===== src/assert_macros.svh =====
// Assertion helpers for the WAV parser.
`ifndef ASSERT_MACROS_SVH
`define ASSERT_MACROS_SVH
// Implication checked on every rising clock edge outside reset.
`define ASSERT_IMPL(label, clk, rst_n, pre, post) \
  label: assert property (@(posedge clk) disable iff (!rst_n) (pre) |-> (post)) \
    else $error("assertion failed");
// Next-cycle implication checked outside reset.
`define ASSERT_NEXT(label, clk, rst_n, pre, post) \
  label: assert property (@(posedge clk) disable iff (!rst_n) (pre) |=> (post)) \
    else $error("assertion failed");
`endif


===== src/rwp_pkg.sv =====
// ----------------------------------------------------------------------------
// rwp_pkg
// Shared constants and types for the WAV chunk parser.
// ----------------------------------------------------------------------------
`timescale 1ns / 1ps
`default_nettype none
package rwp_pkg;
  localparam int unsigned OffsetBits = 33;
  localparam logic [31:0] TagRiff = 32'h52494646;
  localparam logic [31:0] TagWave = 32'h57415645;
  localparam logic [31:0] TagFmt  = 32'h666D7420;
  localparam logic [31:0] TagData = 32'h64617461;

  localparam logic [2:0] StOk     = 3'd0;
  localparam logic [2:0] StHeader = 3'd1;
  localparam logic [2:0] StBounds = 3'd2;
  localparam logic [2:0] StNotPcm = 3'd3;
  localparam logic [2:0] StAudio  = 3'd4;

  localparam logic [2:0] PhRiff = 3'd0;
  localparam logic [2:0] PhHdr  = 3'd1;
  localparam logic [2:0] PhBody = 3'd2;
  localparam logic [2:0] PhIdle = 3'd3;

  localparam logic [1:0] KindOther = 2'd0;
  localparam logic [1:0] KindFmt   = 2'd1;
  localparam logic [1:0] KindData  = 2'd2;

  // Controller to datapath.
  typedef struct packed {
    logic step;   // consume the byte held in the input register
    logic clear;  // return to reset state after the summary
  } rwp_cmd_t;

  // Datapath to controller.
  typedef struct packed {
    logic data_out;   // the byte is an audio word
    logic [2:0] st;   // summary status after this byte
  } rwp_sts_t;
endpackage
`default_nettype wire


===== src/rwp_datapath.sv =====
// ----------------------------------------------------------------------------
// rwp_datapath
// Header and chunk walk registers, updated once per byte on command.
// ----------------------------------------------------------------------------
`timescale 1ns / 1ps
`default_nettype none
module rwp_datapath import rwp_pkg::*; (
  input  wire logic       clk_i,
  input  wire logic       rst_ni,
  input  wire rwp_cmd_t   cmd_i,
  input  wire logic [7:0] byte_i,
  output rwp_sts_t        sts_o,
  output logic [15:0]     ch_o,
  output logic [31:0]     rate_o,
  output logic [15:0]     depth_o,
  output logic [31:0]     len_o
);
  localparam logic [OffsetBits-1:0] PosMax = '1;
  logic [OffsetBits-1:0] pos_q, pos_d;
  logic [31:0] sh_q, sh_d;
  logic [32:0] lim_q, lim_d, left_q, left_d, idx_q, idx_d;
  logic bad_q, bad_d, fseen_q, fseen_d;
  logic [2:0] ph_q, ph_d, err_q, err_d;
  logic [1:0] kind_q, kind_d;
  logic [15:0] ch_q, ch_d, dep_q, dep_d;
  logic [31:0] rate_q, rate_d, dsz_q, dsz_d;
  logic dout;

  logic [31:0] sw32;
  logic [15:0] sw16;
  logic [33:0] p34, start, room, size, padded, lim34;
  logic [33:0] pnext;
  logic [OffsetBits-1:0] pos_n;

  assign sw32 = {sh_d[7:0], sh_d[15:8], sh_d[23:16], sh_d[31:24]};
  assign sw16 = {sh_d[7:0], sh_d[15:8]};

  always_comb begin
    sh_d = {sh_q[23:0], byte_i};
    pos_d = pos_q; lim_d = lim_q; left_d = left_q; idx_d = idx_q;
    bad_d = bad_q; fseen_d = fseen_q; ph_d = ph_q; err_d = err_q; kind_d = kind_q;
    ch_d = ch_q; dep_d = dep_q; rate_d = rate_q; dsz_d = dsz_q;
    dout = 1'b0;
    p34 = 34'(pos_q);
    start = p34 + 34'd1;
    lim34 = {1'b0, lim_q};
    room = (lim34 >= start) ? lim34 - start : 34'd0;
    size = {2'b0, sw32};
    padded = size + {33'd0, sw32[0]};
    pnext = p34 + 34'd1;
    case (ph_q)
      PhRiff: begin
        if (p34 == 34'd3 && sh_d != TagRiff) bad_d = 1'b1;
        if (p34 == 34'd7) lim_d = {1'b0, sw32} + 33'd8;
        if (p34 == 34'd11) begin
          if (sh_d != TagWave || lim_q < 33'd12) bad_d = 1'b1;
          if (bad_d) ph_d = PhIdle;
          else if (34'd20 <= lim34) begin ph_d = PhHdr; left_d = 33'd8; end
          else ph_d = PhIdle;
        end
      end
      PhHdr: begin
        left_d = left_q - 33'd1;
        if (left_d == 33'd4) begin
          kind_d = (sh_d == TagFmt) ? KindFmt : ((sh_d == TagData) ? KindData : KindOther);
        end else if (left_d == 33'd0) begin
          if (size > room) begin err_d = StBounds; ph_d = PhIdle; end
          else if (kind_q == KindFmt && size < 34'd16) begin
            err_d = StNotPcm; ph_d = PhIdle;
          end else if (kind_q != KindFmt && padded > room) begin
            err_d = StBounds; ph_d = PhIdle;
          end else begin
            if (kind_q != KindFmt) begin
              if (kind_q == KindData && dsz_q == 32'd0 && sw32 != 32'd0) dsz_d = sw32;
              else kind_d = KindOther;
            end
            left_d = padded[32:0];
            idx_d = '0;
            ph_d = PhBody;
            if (padded == 34'd0) begin
              if (start + 34'd8 <= lim34) begin ph_d = PhHdr; left_d = 33'd8; end
              else ph_d = PhIdle;
            end
          end
        end
      end
      PhBody: begin
        dout = (kind_q == KindData) && (idx_q < {1'b0, dsz_q});
        if (kind_q == KindFmt && idx_q == 33'd1 && sw16 != 16'd1) begin
          err_d = StNotPcm; ph_d = PhIdle;
        end else if (kind_q == KindFmt && idx_q == 33'd1 &&
                     p34 + {1'b0, left_q} > lim34) begin
          err_d = StBounds; ph_d = PhIdle;
        end else begin
          if (kind_q == KindFmt) begin
            if (idx_q == 33'd1) fseen_d = 1'b1;
            if (idx_q == 33'd3) ch_d = sw16;
            if (idx_q == 33'd7) rate_d = sw32;
            if (idx_q == 33'd15) dep_d = sw16;
          end
          left_d = left_q - 33'd1;
          idx_d = idx_q + 33'd1;
          if (left_d == 33'd0) begin
            if (pnext + 34'd8 <= lim34) begin ph_d = PhHdr; left_d = 33'd8; end
            else ph_d = PhIdle;
          end
        end
      end
      default: ;
    endcase
    pos_n = (pos_q < PosMax) ? pos_q + 1'b1 : PosMax;
    pos_d = pos_n;
  end

  // Summary status, judged on the post-byte state. The remainder of the data
  // size by twice the channel count is left to the controller's serial unit.
  logic [OffsetBits-1:0] sz;
  assign sz = pos_d;
  logic hdr_fail, audio_fail, mod_fail;
  logic [32:0] div2;
  logic [2:0] st_w;
  assign div2 = {16'd0, ch_d, 1'b0};
  // Remainder is computed by the controller's serial unit; here only the
  // non-arithmetic parts.
  assign hdr_fail = bad_d || (34'(sz) < 34'd12) || (34'(lim_d) > 34'(sz)) || (ph_d != PhIdle);
  assign audio_fail = !fseen_d || ch_d == 16'd0 || rate_d == 32'd0 ||
                      dep_d != 16'd16 || dsz_d == 32'd0;
  assign mod_fail = (div2 == 33'd0);

  always_comb begin
    if (hdr_fail) st_w = StHeader;
    else if (err_d != StOk) st_w = err_d;
    else if (audio_fail || mod_fail) st_w = StAudio;
    else st_w = StOk;
  end
  assign sts_o = {dout, st_w};
  assign ch_o = ch_d;
  assign rate_o = rate_d;
  assign depth_o = dep_d;
  assign len_o = dsz_d;

  always_ff @(posedge clk_i or negedge rst_ni) begin
    if (!rst_ni) begin
      pos_q <= '0; sh_q <= '0; lim_q <= '0; left_q <= '0; idx_q <= '0;
      bad_q <= 1'b0; fseen_q <= 1'b0; ph_q <= PhRiff; err_q <= StOk; kind_q <= KindOther;
      ch_q <= '0; dep_q <= '0; rate_q <= '0; dsz_q <= '0;
    end else if (cmd_i.clear) begin
      pos_q <= '0; sh_q <= '0; lim_q <= '0; left_q <= '0; idx_q <= '0;
      bad_q <= 1'b0; fseen_q <= 1'b0; ph_q <= PhRiff; err_q <= StOk; kind_q <= KindOther;
      ch_q <= '0; dep_q <= '0; rate_q <= '0; dsz_q <= '0;
    end else if (cmd_i.step) begin
      pos_q <= pos_d; sh_q <= sh_d; lim_q <= lim_d; left_q <= left_d; idx_q <= idx_d;
      bad_q <= bad_d; fseen_q <= fseen_d; ph_q <= ph_d; err_q <= err_d; kind_q <= kind_d;
      ch_q <= ch_d; dep_q <= dep_d; rate_q <= rate_d; dsz_q <= dsz_d;
    end
  end
endmodule
`default_nettype wire


===== src/rwp_ctrl.sv =====
// ----------------------------------------------------------------------------
// rwp_ctrl
// Sequencer: input register, byte step, result words and the final
// remainder check carried out bit-serially.
// ----------------------------------------------------------------------------
`timescale 1ns / 1ps
`default_nettype none
module rwp_ctrl import rwp_pkg::*; (
  input  wire logic        clk_i,
  input  wire logic        rst_ni,
  input  wire logic        in_valid_i,
  output logic             in_ready_o,
  input  wire logic [7:0]  in_byte_i,
  input  wire logic        in_final_i,
  output logic [7:0]       byte_o,
  output rwp_cmd_t         cmd_o,
  input  wire rwp_sts_t    sts_i,
  input  wire logic [15:0] ch_i,
  input  wire logic [31:0] rate_i,
  input  wire logic [15:0] depth_i,
  input  wire logic [31:0] len_i,
  output logic             out_valid_o,
  input  wire logic        out_ready_i,
  output logic [108:0]     out_word_o
);
  localparam logic [2:0] SIdle = 3'd0;
  localparam logic [2:0] SStep = 3'd1;
  localparam logic [2:0] SDiv  = 3'd2;
  localparam logic [2:0] SSum  = 3'd3;
  localparam logic [2:0] SWait = 3'd4;

  logic [2:0] s_q, s_d;
  logic [7:0] b_q;
  logic fin_q;
  logic [2:0] st_q;
  logic [15:0] ch_q; logic [31:0] rate_q; logic [15:0] dep_q; logic [31:0] len_q;
  logic [32:0] rem_q;
  logic [31:0] quo_q;
  logic [5:0] cnt_q;
  logic ov_q;
  logic [108:0] ow_q;
  logic [32:0] dv;
  logic [32:0] trial;

  assign dv = {16'd0, ch_q, 1'b0};
  assign trial = {rem_q[31:0], quo_q[31]};
  assign byte_o = b_q;
  assign in_ready_o = (s_q == SIdle) && !ov_q;
  assign out_valid_o = ov_q;
  assign out_word_o = ow_q;

  always_comb begin
    cmd_o.step = (s_q == SStep);
    cmd_o.clear = (s_q == SSum) && !ov_q;
  end

  always_ff @(posedge clk_i or negedge rst_ni) begin
    if (!rst_ni) begin
      s_q <= SIdle; ov_q <= 1'b0; cnt_q <= '0; fin_q <= 1'b0; st_q <= StOk;
    end else begin
      if (ov_q && out_ready_i) ov_q <= 1'b0;
      case (s_q)
        SIdle: if (in_valid_i && !ov_q) begin
          b_q <= in_byte_i; fin_q <= in_final_i; s_q <= SStep;
        end
        SStep: begin
          st_q <= sts_i.st; ch_q <= ch_i; rate_q <= rate_i; dep_q <= depth_i; len_q <= len_i;
          if (sts_i.data_out) begin
            ov_q <= 1'b1;
            ow_q <= {1'b0, 32'd0, 16'd0, 32'd0, 16'd0, StOk, b_q, 1'b0};
          end
          if (fin_q) begin
            s_q <= SDiv; rem_q <= '0; quo_q <= len_i; cnt_q <= 6'd32;
          end else s_q <= sts_i.data_out ? SWait : SIdle;
        end
        SWait: if (!ov_q || out_ready_i) s_q <= SIdle;
        SDiv: begin
          if (st_q != StOk || cnt_q == 6'd0) s_q <= SSum;
          else begin
            rem_q <= (trial >= dv) ? trial - dv : trial;
            quo_q <= {quo_q[30:0], 1'b0};
            cnt_q <= cnt_q - 6'd1;
          end
        end
        SSum: if (!ov_q) begin
          ov_q <= 1'b1;
          if (st_q == StOk && rem_q == 33'd0)
            ow_q <= {1'b1, len_q, dep_q, rate_q, ch_q, StOk, 8'd0, 1'b1};
          else
            ow_q <= {1'b1, 32'd0, 16'd0, 32'd0, 16'd0,
                     (st_q == StOk) ? StAudio : st_q, 8'd0, 1'b1};
          s_q <= SIdle;
        end
        default: s_q <= SIdle;
      endcase
    end
  end
endmodule
`default_nettype wire


===== src/riff_wav_pcm16_chunk_parser.sv =====
// ----------------------------------------------------------------------------
// riff_wav_pcm16_chunk_parser
// WAV header and chunk walker for 16-bit PCM payloads.
// ----------------------------------------------------------------------------
// Usage: payload bytes enter on the s_axis group, one byte per word, with
// tlast marking the final byte. Results leave on the m_axis group: tuser is
// the item kind (0 audio byte, 1 summary) and tdata carries the remaining
// fields. An audio word is produced for every body byte of the first
// non-empty data chunk; the final byte also yields a summary word with the
// status and, when it is good, the format fields and data length.
// Each byte is handled by the controller in turn: it is registered, then
// stepped, and one that yields an audio word then waits until that word is
// taken; no new byte is taken before that. An audio word is loaded into the
// output register in the step state of its byte. The final byte adds a
// bit-serial remainder check, skipped when the status is already bad, and a
// state that loads the summary once the output register is free. Results are
// held in one output register: while it is stalled no further byte is
// taken. Reset, asynchronous and active low, returns the parser to the RIFF
// header phase with no error; after each summary the block clears itself
// ready for the next payload.
// ----------------------------------------------------------------------------
`timescale 1ns / 1ps
`default_nettype none
`include "assert_macros.svh"
module riff_wav_pcm16_chunk_parser import rwp_pkg::*; (
  input  wire logic         clk_i,
  input  wire logic         rst_ni,
  input  wire logic         s_axis_tvalid,
  output logic              s_axis_tready,
  input  wire logic [7:0]   s_axis_tdata,   // payload_byte
  input  wire logic         s_axis_tlast,   // final_byte
  output logic              m_axis_tvalid,
  input  wire logic         m_axis_tready,
  // audio_byte, status_code, channel_count, sample_rate_hz, bits_per_sample,
  // audio_length, then zero fill
  output logic [111:0]      m_axis_tdata,
  output logic              m_axis_tuser,   // item_kind
  output logic              m_axis_tlast    // end_of_run
);
  rwp_cmd_t cmd;
  rwp_sts_t sts;
  logic [7:0] byte_w;
  logic [15:0] ch; logic [31:0] rate; logic [15:0] dep; logic [31:0] len;
  logic [108:0] ow;

  rwp_datapath u_dp (
    .clk_i, .rst_ni, .cmd_i(cmd), .byte_i(byte_w), .sts_o(sts),
    .ch_o(ch), .rate_o(rate), .depth_o(dep), .len_o(len)
  );

  rwp_ctrl u_ctrl (
    .clk_i, .rst_ni, .in_valid_i(s_axis_tvalid), .in_ready_o(s_axis_tready),
    .in_byte_i(s_axis_tdata), .in_final_i(s_axis_tlast), .byte_o(byte_w),
    .cmd_o(cmd), .sts_i(sts), .ch_i(ch), .rate_i(rate), .depth_i(dep), .len_i(len),
    .out_valid_o(m_axis_tvalid), .out_ready_i(m_axis_tready), .out_word_o(ow)
  );

  // Word layout: bit 0 kind, then byte, status, formats, length, end flag.
  assign m_axis_tuser = ow[0];
  assign m_axis_tdata = {5'd0, ow[107:1]};
  assign m_axis_tlast = ow[108];

  // A summary always ends the run, an audio word never does.
  `ASSERT_IMPL(a_kind_last, clk_i, rst_ni, m_axis_tvalid, m_axis_tuser == m_axis_tlast)
  // Audio words carry no status.
  `ASSERT_IMPL(a_audio_ok, clk_i, rst_ni, m_axis_tvalid && !m_axis_tuser,
               m_axis_tdata[10:8] == StOk)
  // No byte is taken while a result is pending.
  `ASSERT_IMPL(a_no_take, clk_i, rst_ni, m_axis_tvalid, !s_axis_tready)
endmodule
`default_nettype wire

===== config.mk =====
export PLATFORM = sky130hd
export DESIGN_NAME = riff_wav_pcm16_chunk_parser
export DESIGN_NICKNAME = d
export VERILOG_FILES = /design/src/rwp_pkg.sv /design/src/rwp_datapath.sv /design/src/rwp_ctrl.sv /design/src/riff_wav_pcm16_chunk_parser.sv
export VERILOG_INCLUDE_DIRS = /design/src /design/src/src
export SDC_FILE = /design/constraint.sdc
export NUM_CORES = 2
export LEC_CHECK = 0
export ABC_AREA = 1
export BUFFER_PORTS_ARGS = -buffer_cell sky130_fd_sc_hd__buf_2
export CORE_UTILIZATION = 40
export CTS_BUF_LIST = sky130_fd_sc_hd__clkbuf_8
export CTS_CLUSTER_DIAMETER = 50
export DETAILED_ROUTE_END_ITERATION = 8
export PLACE_DENSITY_LB_ADDON = 0.2
export SLEW_MARGIN = 40
export SYNTH_ARGS = -nofsm -noshare
export SYNTH_HDL_FRONTEND = slang
export SYNTH_SLANG_ARGS = --single-unit

===== constraint.sdc =====
create_clock -name clk_i -period 26.2 [get_ports clk_i]
set_clock_uncertainty 0.2 [all_clocks]
set_input_delay 7.86 -clock clk_i [delete_from_list [all_inputs] [get_ports clk_i]]
set_output_delay 7.86 -clock clk_i [all_outputs]
set_load 0.02 [all_outputs]

## Yosys cells after proc, flatten, opt, wreduce, memory -nomap -nowiden

Cells that the tools add are included.

- Input port bits: 13
- Bits in writable memories: 0
- Logic and storage cells: 307
- Flip-flop bits (word level): 554
- Bits in read-only memories: 0
- Memories kept: 0
- Bits in latches: 0

- Divide/modulo/power cells: 0
- Shift-type cells: 0
- Bitwise logic cells: 0
- Add/subtract/negate cells: 11
- Reductions and logical operators: 60
- Multiply operators: 0
- Muxes and demuxes: 151
- Magnitude comparators: 13
- Eq/ne operators: 45

Operators with widths:

| cell | count |
|---|---|
| $mux W33 | 35 |
| $mux W32 | 19 |
| $mux W16 | 14 |
| $mux W109 | 2 |
| $pmux W109 S2 | 1 |
| $pmux W33 S2 | 2 |
| $mux W108 | 1 |
| $eq A33 B3 Y1 const B | 3 |
| $logic_not A33 Y1 | 3 |
| $pmux W33 S3 | 1 |
| $logic_not A32 Y1 | 3 |
| $mux W3 | 32 |
| $add A33 B1 Y33 const B | 2 |
| $eq A33 B2 Y1 const B | 2 |
| $eq A33 B4 Y1 const B | 2 |
| $lt A33 B4 Y1 const B | 2 |
| $eq A32 B31 Y1 const B | 2 |
| $ne A32 B31 Y1 const B | 2 |
| $pmux W32 S2 | 1 |
| $mux W24 | 2 |
| $add A33 B1 Y34 const B | 1 |
| $add A33 B33 Y34 | 1 |
| $add A34 B4 Y34 const B | 1 |
| $ge A33 B34 Y1 | 1 |
| other kinds (54) | 145 |

## Depth between registers and ports, before layout

- Depth after elaboration: 17
- Mapped depth: 50
- Mapped depth without buffers: 48

## Cells and area by module

From an unflattened synthesis, not the netlist that was laid out.

- Cell total of the unflattened synthesis: 4931
- Area, all modules: 38712.1 um2

Modules (own cells, without submodules):

| module | area an instance (um2) | times used | cells an instance |
|---|---|---|---|
| rwp_datapath | 25658.4 | 1 | 3715 |
| rwp_ctrl | 13012.5 | 1 | 1210 |
| riff_wav_pcm16_chunk_parser | 41.3 | 1 | 6 |

## Least setup slack after synthesis

OpenSTA, ideal clock, no wires.

- Path type: input-to-reg
- Start: in rst_ni
- End: reg u_ctrl.ow_q[0] (netlist: u_ctrl.out_word_o[0]), enable pin
- Cell stages on the path: 2
- Data arrival time: 15.930 ns
- Buffers on the path: 0
- Slack: 9.332 ns
- Cells stage by stage: inv_1 a211oi_1

- Word-level cells in the longest chain between the ends: 1

RTL lines:

| item | line | source |
|---|---|---|
| from (decl) | riff_wav_pcm16_chunk_parser.sv:27 | `input wire logic rst_ni,` |
| $reduce_and A4 Y1 (no source line) | - |  |
| to (signal assigned) | rwp_ctrl.sv:70 | `ow_q <= {1'b0, 32'd0, 16'd0, 32'd0, 16'd0, StOk, b_q, 1'b0};` |
| to (signal assigned) | rwp_ctrl.sv:88 | `ow_q <= {1'b1, len_q, dep_q, rate_q, ch_q, StOk, 8'd0, 1'b1};` |
| to (signal assigned) | rwp_ctrl.sv:90 | `ow_q <= {1'b1, 32'd0, 16'd0, 32'd0, 16'd0,` |
| to (decl) | rwp_ctrl.sv:41 | `logic [108:0] ow_q;` |

Every way passes these cells.
A chain may end at the register's enable or synchronous reset.

## Final worst setup path

- Start: reg u_ctrl.s_q[0]
- End: out s_axis_tready

- Word-level cells in the longest chain between the ends: 2

RTL lines:

| item | line | source |
|---|---|---|
| from (decl) | rwp_ctrl.sv:32 | `logic [2:0] s_q, s_d;` |
| from (signal assigned) | rwp_ctrl.sv:64 | `b_q <= in_byte_i; fin_q <= in_final_i; s_q <= SStep;` |
| from (signal assigned) | rwp_ctrl.sv:74 | `end else s_q <= sts_i.data_out ? SWait : SIdle;` |
| from (signal assigned) | rwp_ctrl.sv:76 | `SWait: if (!ov_q \|\| out_ready_i) s_q <= SIdle;` |
| $logic_not A3 Y1 | rwp_ctrl.sv:48 | `assign in_ready_o = (s_q == SIdle) && !ov_q;` |
| $logic_and A1 B1 Y1 | rwp_ctrl.sv:48 |  |
| to (decl) | riff_wav_pcm16_chunk_parser.sv:29 | `output logic s_axis_tready,` |

Every way passes these cells.

==> summary.txt <==
Outcome
  • Run status: completed

Placement
  • GPL Wtd Cong: 1.02
  • Pre-CTS setup slack: 15560 ps
  • I/O Buffers: 123
  • Post-DP HPWL: 96500 um

Critical path
  • R2R Setup Slk: 17210 ps
  • Worst reg2reg endpoint: u_ctrl.st_q[2]
  • Critical Path RT: 18140 ps
  • Critical Path Start: u_ctrl.s_q[0]
  • CP Max Fanout: 3
  • Critical path depth: 4
  • Setup CP Type: reg -> out
  • R2R depth: 45
  • Crit-path slowest cell: nor3_1
  • Critical path cell sequence: nor2_1 -> inv_1 -> nor3_1 -> buf_2
  • Crit-path max cell delay: 490 ps
  • CP Launch Type: flop
  • Critical Path AT: 2110 ps
  • Worst Setup End Kind: output port
  • Crit path capture: s_axis_tready
  • Crit Reg-Reg Startpoint: u_dp.pos_q[0]
  • Crit-path leading delay family: simple AND/OR/NAND/NOR gates
  • CP bufs+invs: 2

Global routing
  • Antenna violations before repair: 9
  • Vias in the first global route: 31466
  • Total GRT Usage: 26.6%
  • Grt total ovfl: 0
  • First-pass GRT wire length: 190000 um
  • Largest net degree at the start of global routing: 97

Floorplan
  • FP Rows: 111
  • Core Area: 0.0917 sq mm
  • Die X: 306 um
  • Io pins: 129
  • Total die area: 0.0938 sq mm
  • Starting Density: 40.4%
  • Die Y: 306 um

Routing
  • Drt total wl: 126000 um
  • Vias/cell: 5.54
  • Vias post-DR: 33206
  • DR pass1 iterations: 6
  • Residual DRC: 0
  • Post-route ant nets: 0
  • Iteration-0 DRC Markers: 3289
  • WL per Instance: 21.1 um

Clock tree
  • CTS tree: yes
  • Clock tree buffer depth: 3
  • # hold bufs at CTS: 0
  • CTS root buffer: clkbuf_8
  • Setup bufs post-CTS: 0
  • # resized after CTS: 0
  • Worst skew pair latency: 780 ps
  • CTS buffer count: 102
  • Clock sink count: 554
  • Number of H-tree levels: 3
  • CTS clk-pin slew, worst paths: 60 ps

Cells and area
  • Layout cells sized above 1: 8.72%
  • Final #Nets: 5019
  • Area grow syn2layout: 11.2%

Timing
  • Max Fclk: 98.3 MHz
  • Max-slew headroom: 41.7%
  • Hold Vio Cnt, Final: 0
  • Fin crit share: 38.8%
  • Post-route worst setup slack: 16030 ps
  • RSZ-0062 raised after global routing: no
  • Setup violators final: 0
  • Worst slew pin tran: 865 ps
  • Tmin final: 10170 ps
  • Final TNS setup: 0 ps
  • Slew Limit Fails: 0

Logic synthesis
  • Post-synthesis sequential area ratio: 41.2%
  • Post-synth EDFFs: 278
  • Ys Warns: 0
  • Post-Syn Area: 0.0370 sq mm
  • Synth unique cells: 69
  • Cells after synthesis: 4581
  • Syn avg cell area: 8.08 sq um
  • Seq cells post-synth: 554
  • Ys async rst share: 49.8%
  • Ys flop type: edfxtp_1

Flow run
  • Max_cap viols: 0

Worst hold path
  • Hold Path Class: reg -> reg
## layer usage
layer / up-vias / share of wire, % / GRT usage, %
li1: 15919 / - / -
met1: 15668 / 44 / 36.3
met2: 1330 / 45 / 41.9
met3: 285 / 7.6 / 3.95
met4: 4 / 4.2 / 11.1
met5: - / 0.021 / 0
## through the flow
step	util, %	std cells	area (sq um)	hold WS (ps)
after global placement	42.5	5796	38900	249
after CTS	44.9	5990	41100	269
after global routing	44.9	5993	41200	294
after detailed placement	42.6	5798	39000	249
after floorplan	-	4585	37000	229
final	44.9	5996	41200	274
## worst reg2reg max path, delay by kind of cell, from the launching register on
family,cells,cell delay [ps]
AO/OA/AOI/OAI,4,920
adder cells (fa/ha/maj),2,680
buffers and inverters,4,500
AND/OR/NAND/NOR,34,5830
flip-flops,1,430
XOR/XNOR,1,330
## layout by cell type, fill, tap and decap left out, types with 33 or more instances in the layout
cell	Yosys	final
nand2_1	842	840
inv_1	633	670
nor2_1	461	450
o21ai_0	361	360
ha_1	286	286
edfxtp_1	278	278
dfrtp_1	276	276
a21oi_1	245	245
nand3_1	163	161
xor2_1	156	156
nand4_1	134	134
buf_2	12	122
clkbuf_8	0	110
o22ai_1	107	107
nor3_1	89	89
nor4_1	81	78
xnor2_1	33	33
## state kept, by name, summed over array words and instances, names as in the netlist, 2 cells and up
signal	cells
u_ctrl.ch_q	16
u_dp.lim_q	33
u_dp.err_q	3
u_dp.dsz_q	32
u_dp.idx_q	33
u_dp.ch_q	16
u_dp.kind_q	2
u_ctrl.len_q	32
u_dp.rate_q	32
u_ctrl.quo_q	32
u_dp.pos_q	33
u_ctrl.st_q	3
u_dp.sh_q	24
u_ctrl.out_word_o	109
u_dp.dep_q	16
u_ctrl.cnt_q	6
u_ctrl.s_q	3
u_dp.ph_q	3
u_ctrl.dep_q	16
u_dp.left_q	33
u_ctrl.rem_q	33
u_ctrl.byte_o	8
u_ctrl.rate_q	32
## cell type report
class	count	area, sq um
timing repair buffer	162	981
fill	9243	50500
antenna	5	12.5
inverter	658	2470
tap	1186	1480
sequential	554	15300
clock buffer	110	1510
multi-input combinational	3239	18900
clock inverter	82	604
## cell usage after synthesis (all sizes together), types with 6 or more instances
cell type  instances  area share [%]
inv              642             6.5
nor3              94             1.3
a211oi            12            0.24
o22ai            107             1.8
o21a               6            0.12
a21boi            10            0.20
a31oi             16            0.27
nand4            134             2.3
xnor2             33            0.78
a21oi            246             3.3
edfxtp           278              23
dfrtp            276              19
a22o              20            0.47
clkbuf           109             1.1
ha               286             9.7
o21bai            14            0.28
nand3            178             2.7
o211ai            14            0.28
nand2            850             8.7
nor2             479             5.1
o21ai            371             5.0
buf               25            0.46
a21o               9            0.18
nor4              82             1.4
o41ai             21            0.68
xor2             156             3.7
o221ai             7            0.17
nand3b             8            0.16
clkinv            16            0.16
or2               28            0.47
## cell families after synthesis
family	Yosys count	synth area share, %
simple gates	1876	22.6
flops	554	41.2
compound gates	879	13.7
other cells	1	0.0101
buf+inv	792	8.23
xor+xnor	189	4.47
fa+ha+maj	289	9.83
mux	1	0.0270
## worst min-delay path by stage
| stage | slack [ps] | start | to | cells past startpoint |
|---|---|---|---|---|
| detailed placement | 250 | u_ctrl.fin_q | u_ctrl.s_q[2] | 1 |
| finish | 270 | u_ctrl.fin_q | u_ctrl.s_q[2] | 1 |
| global placement | 250 | u_ctrl.fin_q | u_ctrl.s_q[2] | 1 |
| floorplan | 230 | u_ctrl.fin_q | u_ctrl.s_q[2] | 1 |
| global route | 290 | u_ctrl.fin_q | u_ctrl.s_q[2] | 1 |
| CTS | 270 | u_ctrl.fin_q | u_ctrl.s_q[2] | 1 |
Power is not shown: default switching activity piles up to over one toggle a cycle in this logic, so the estimate is an artifact.
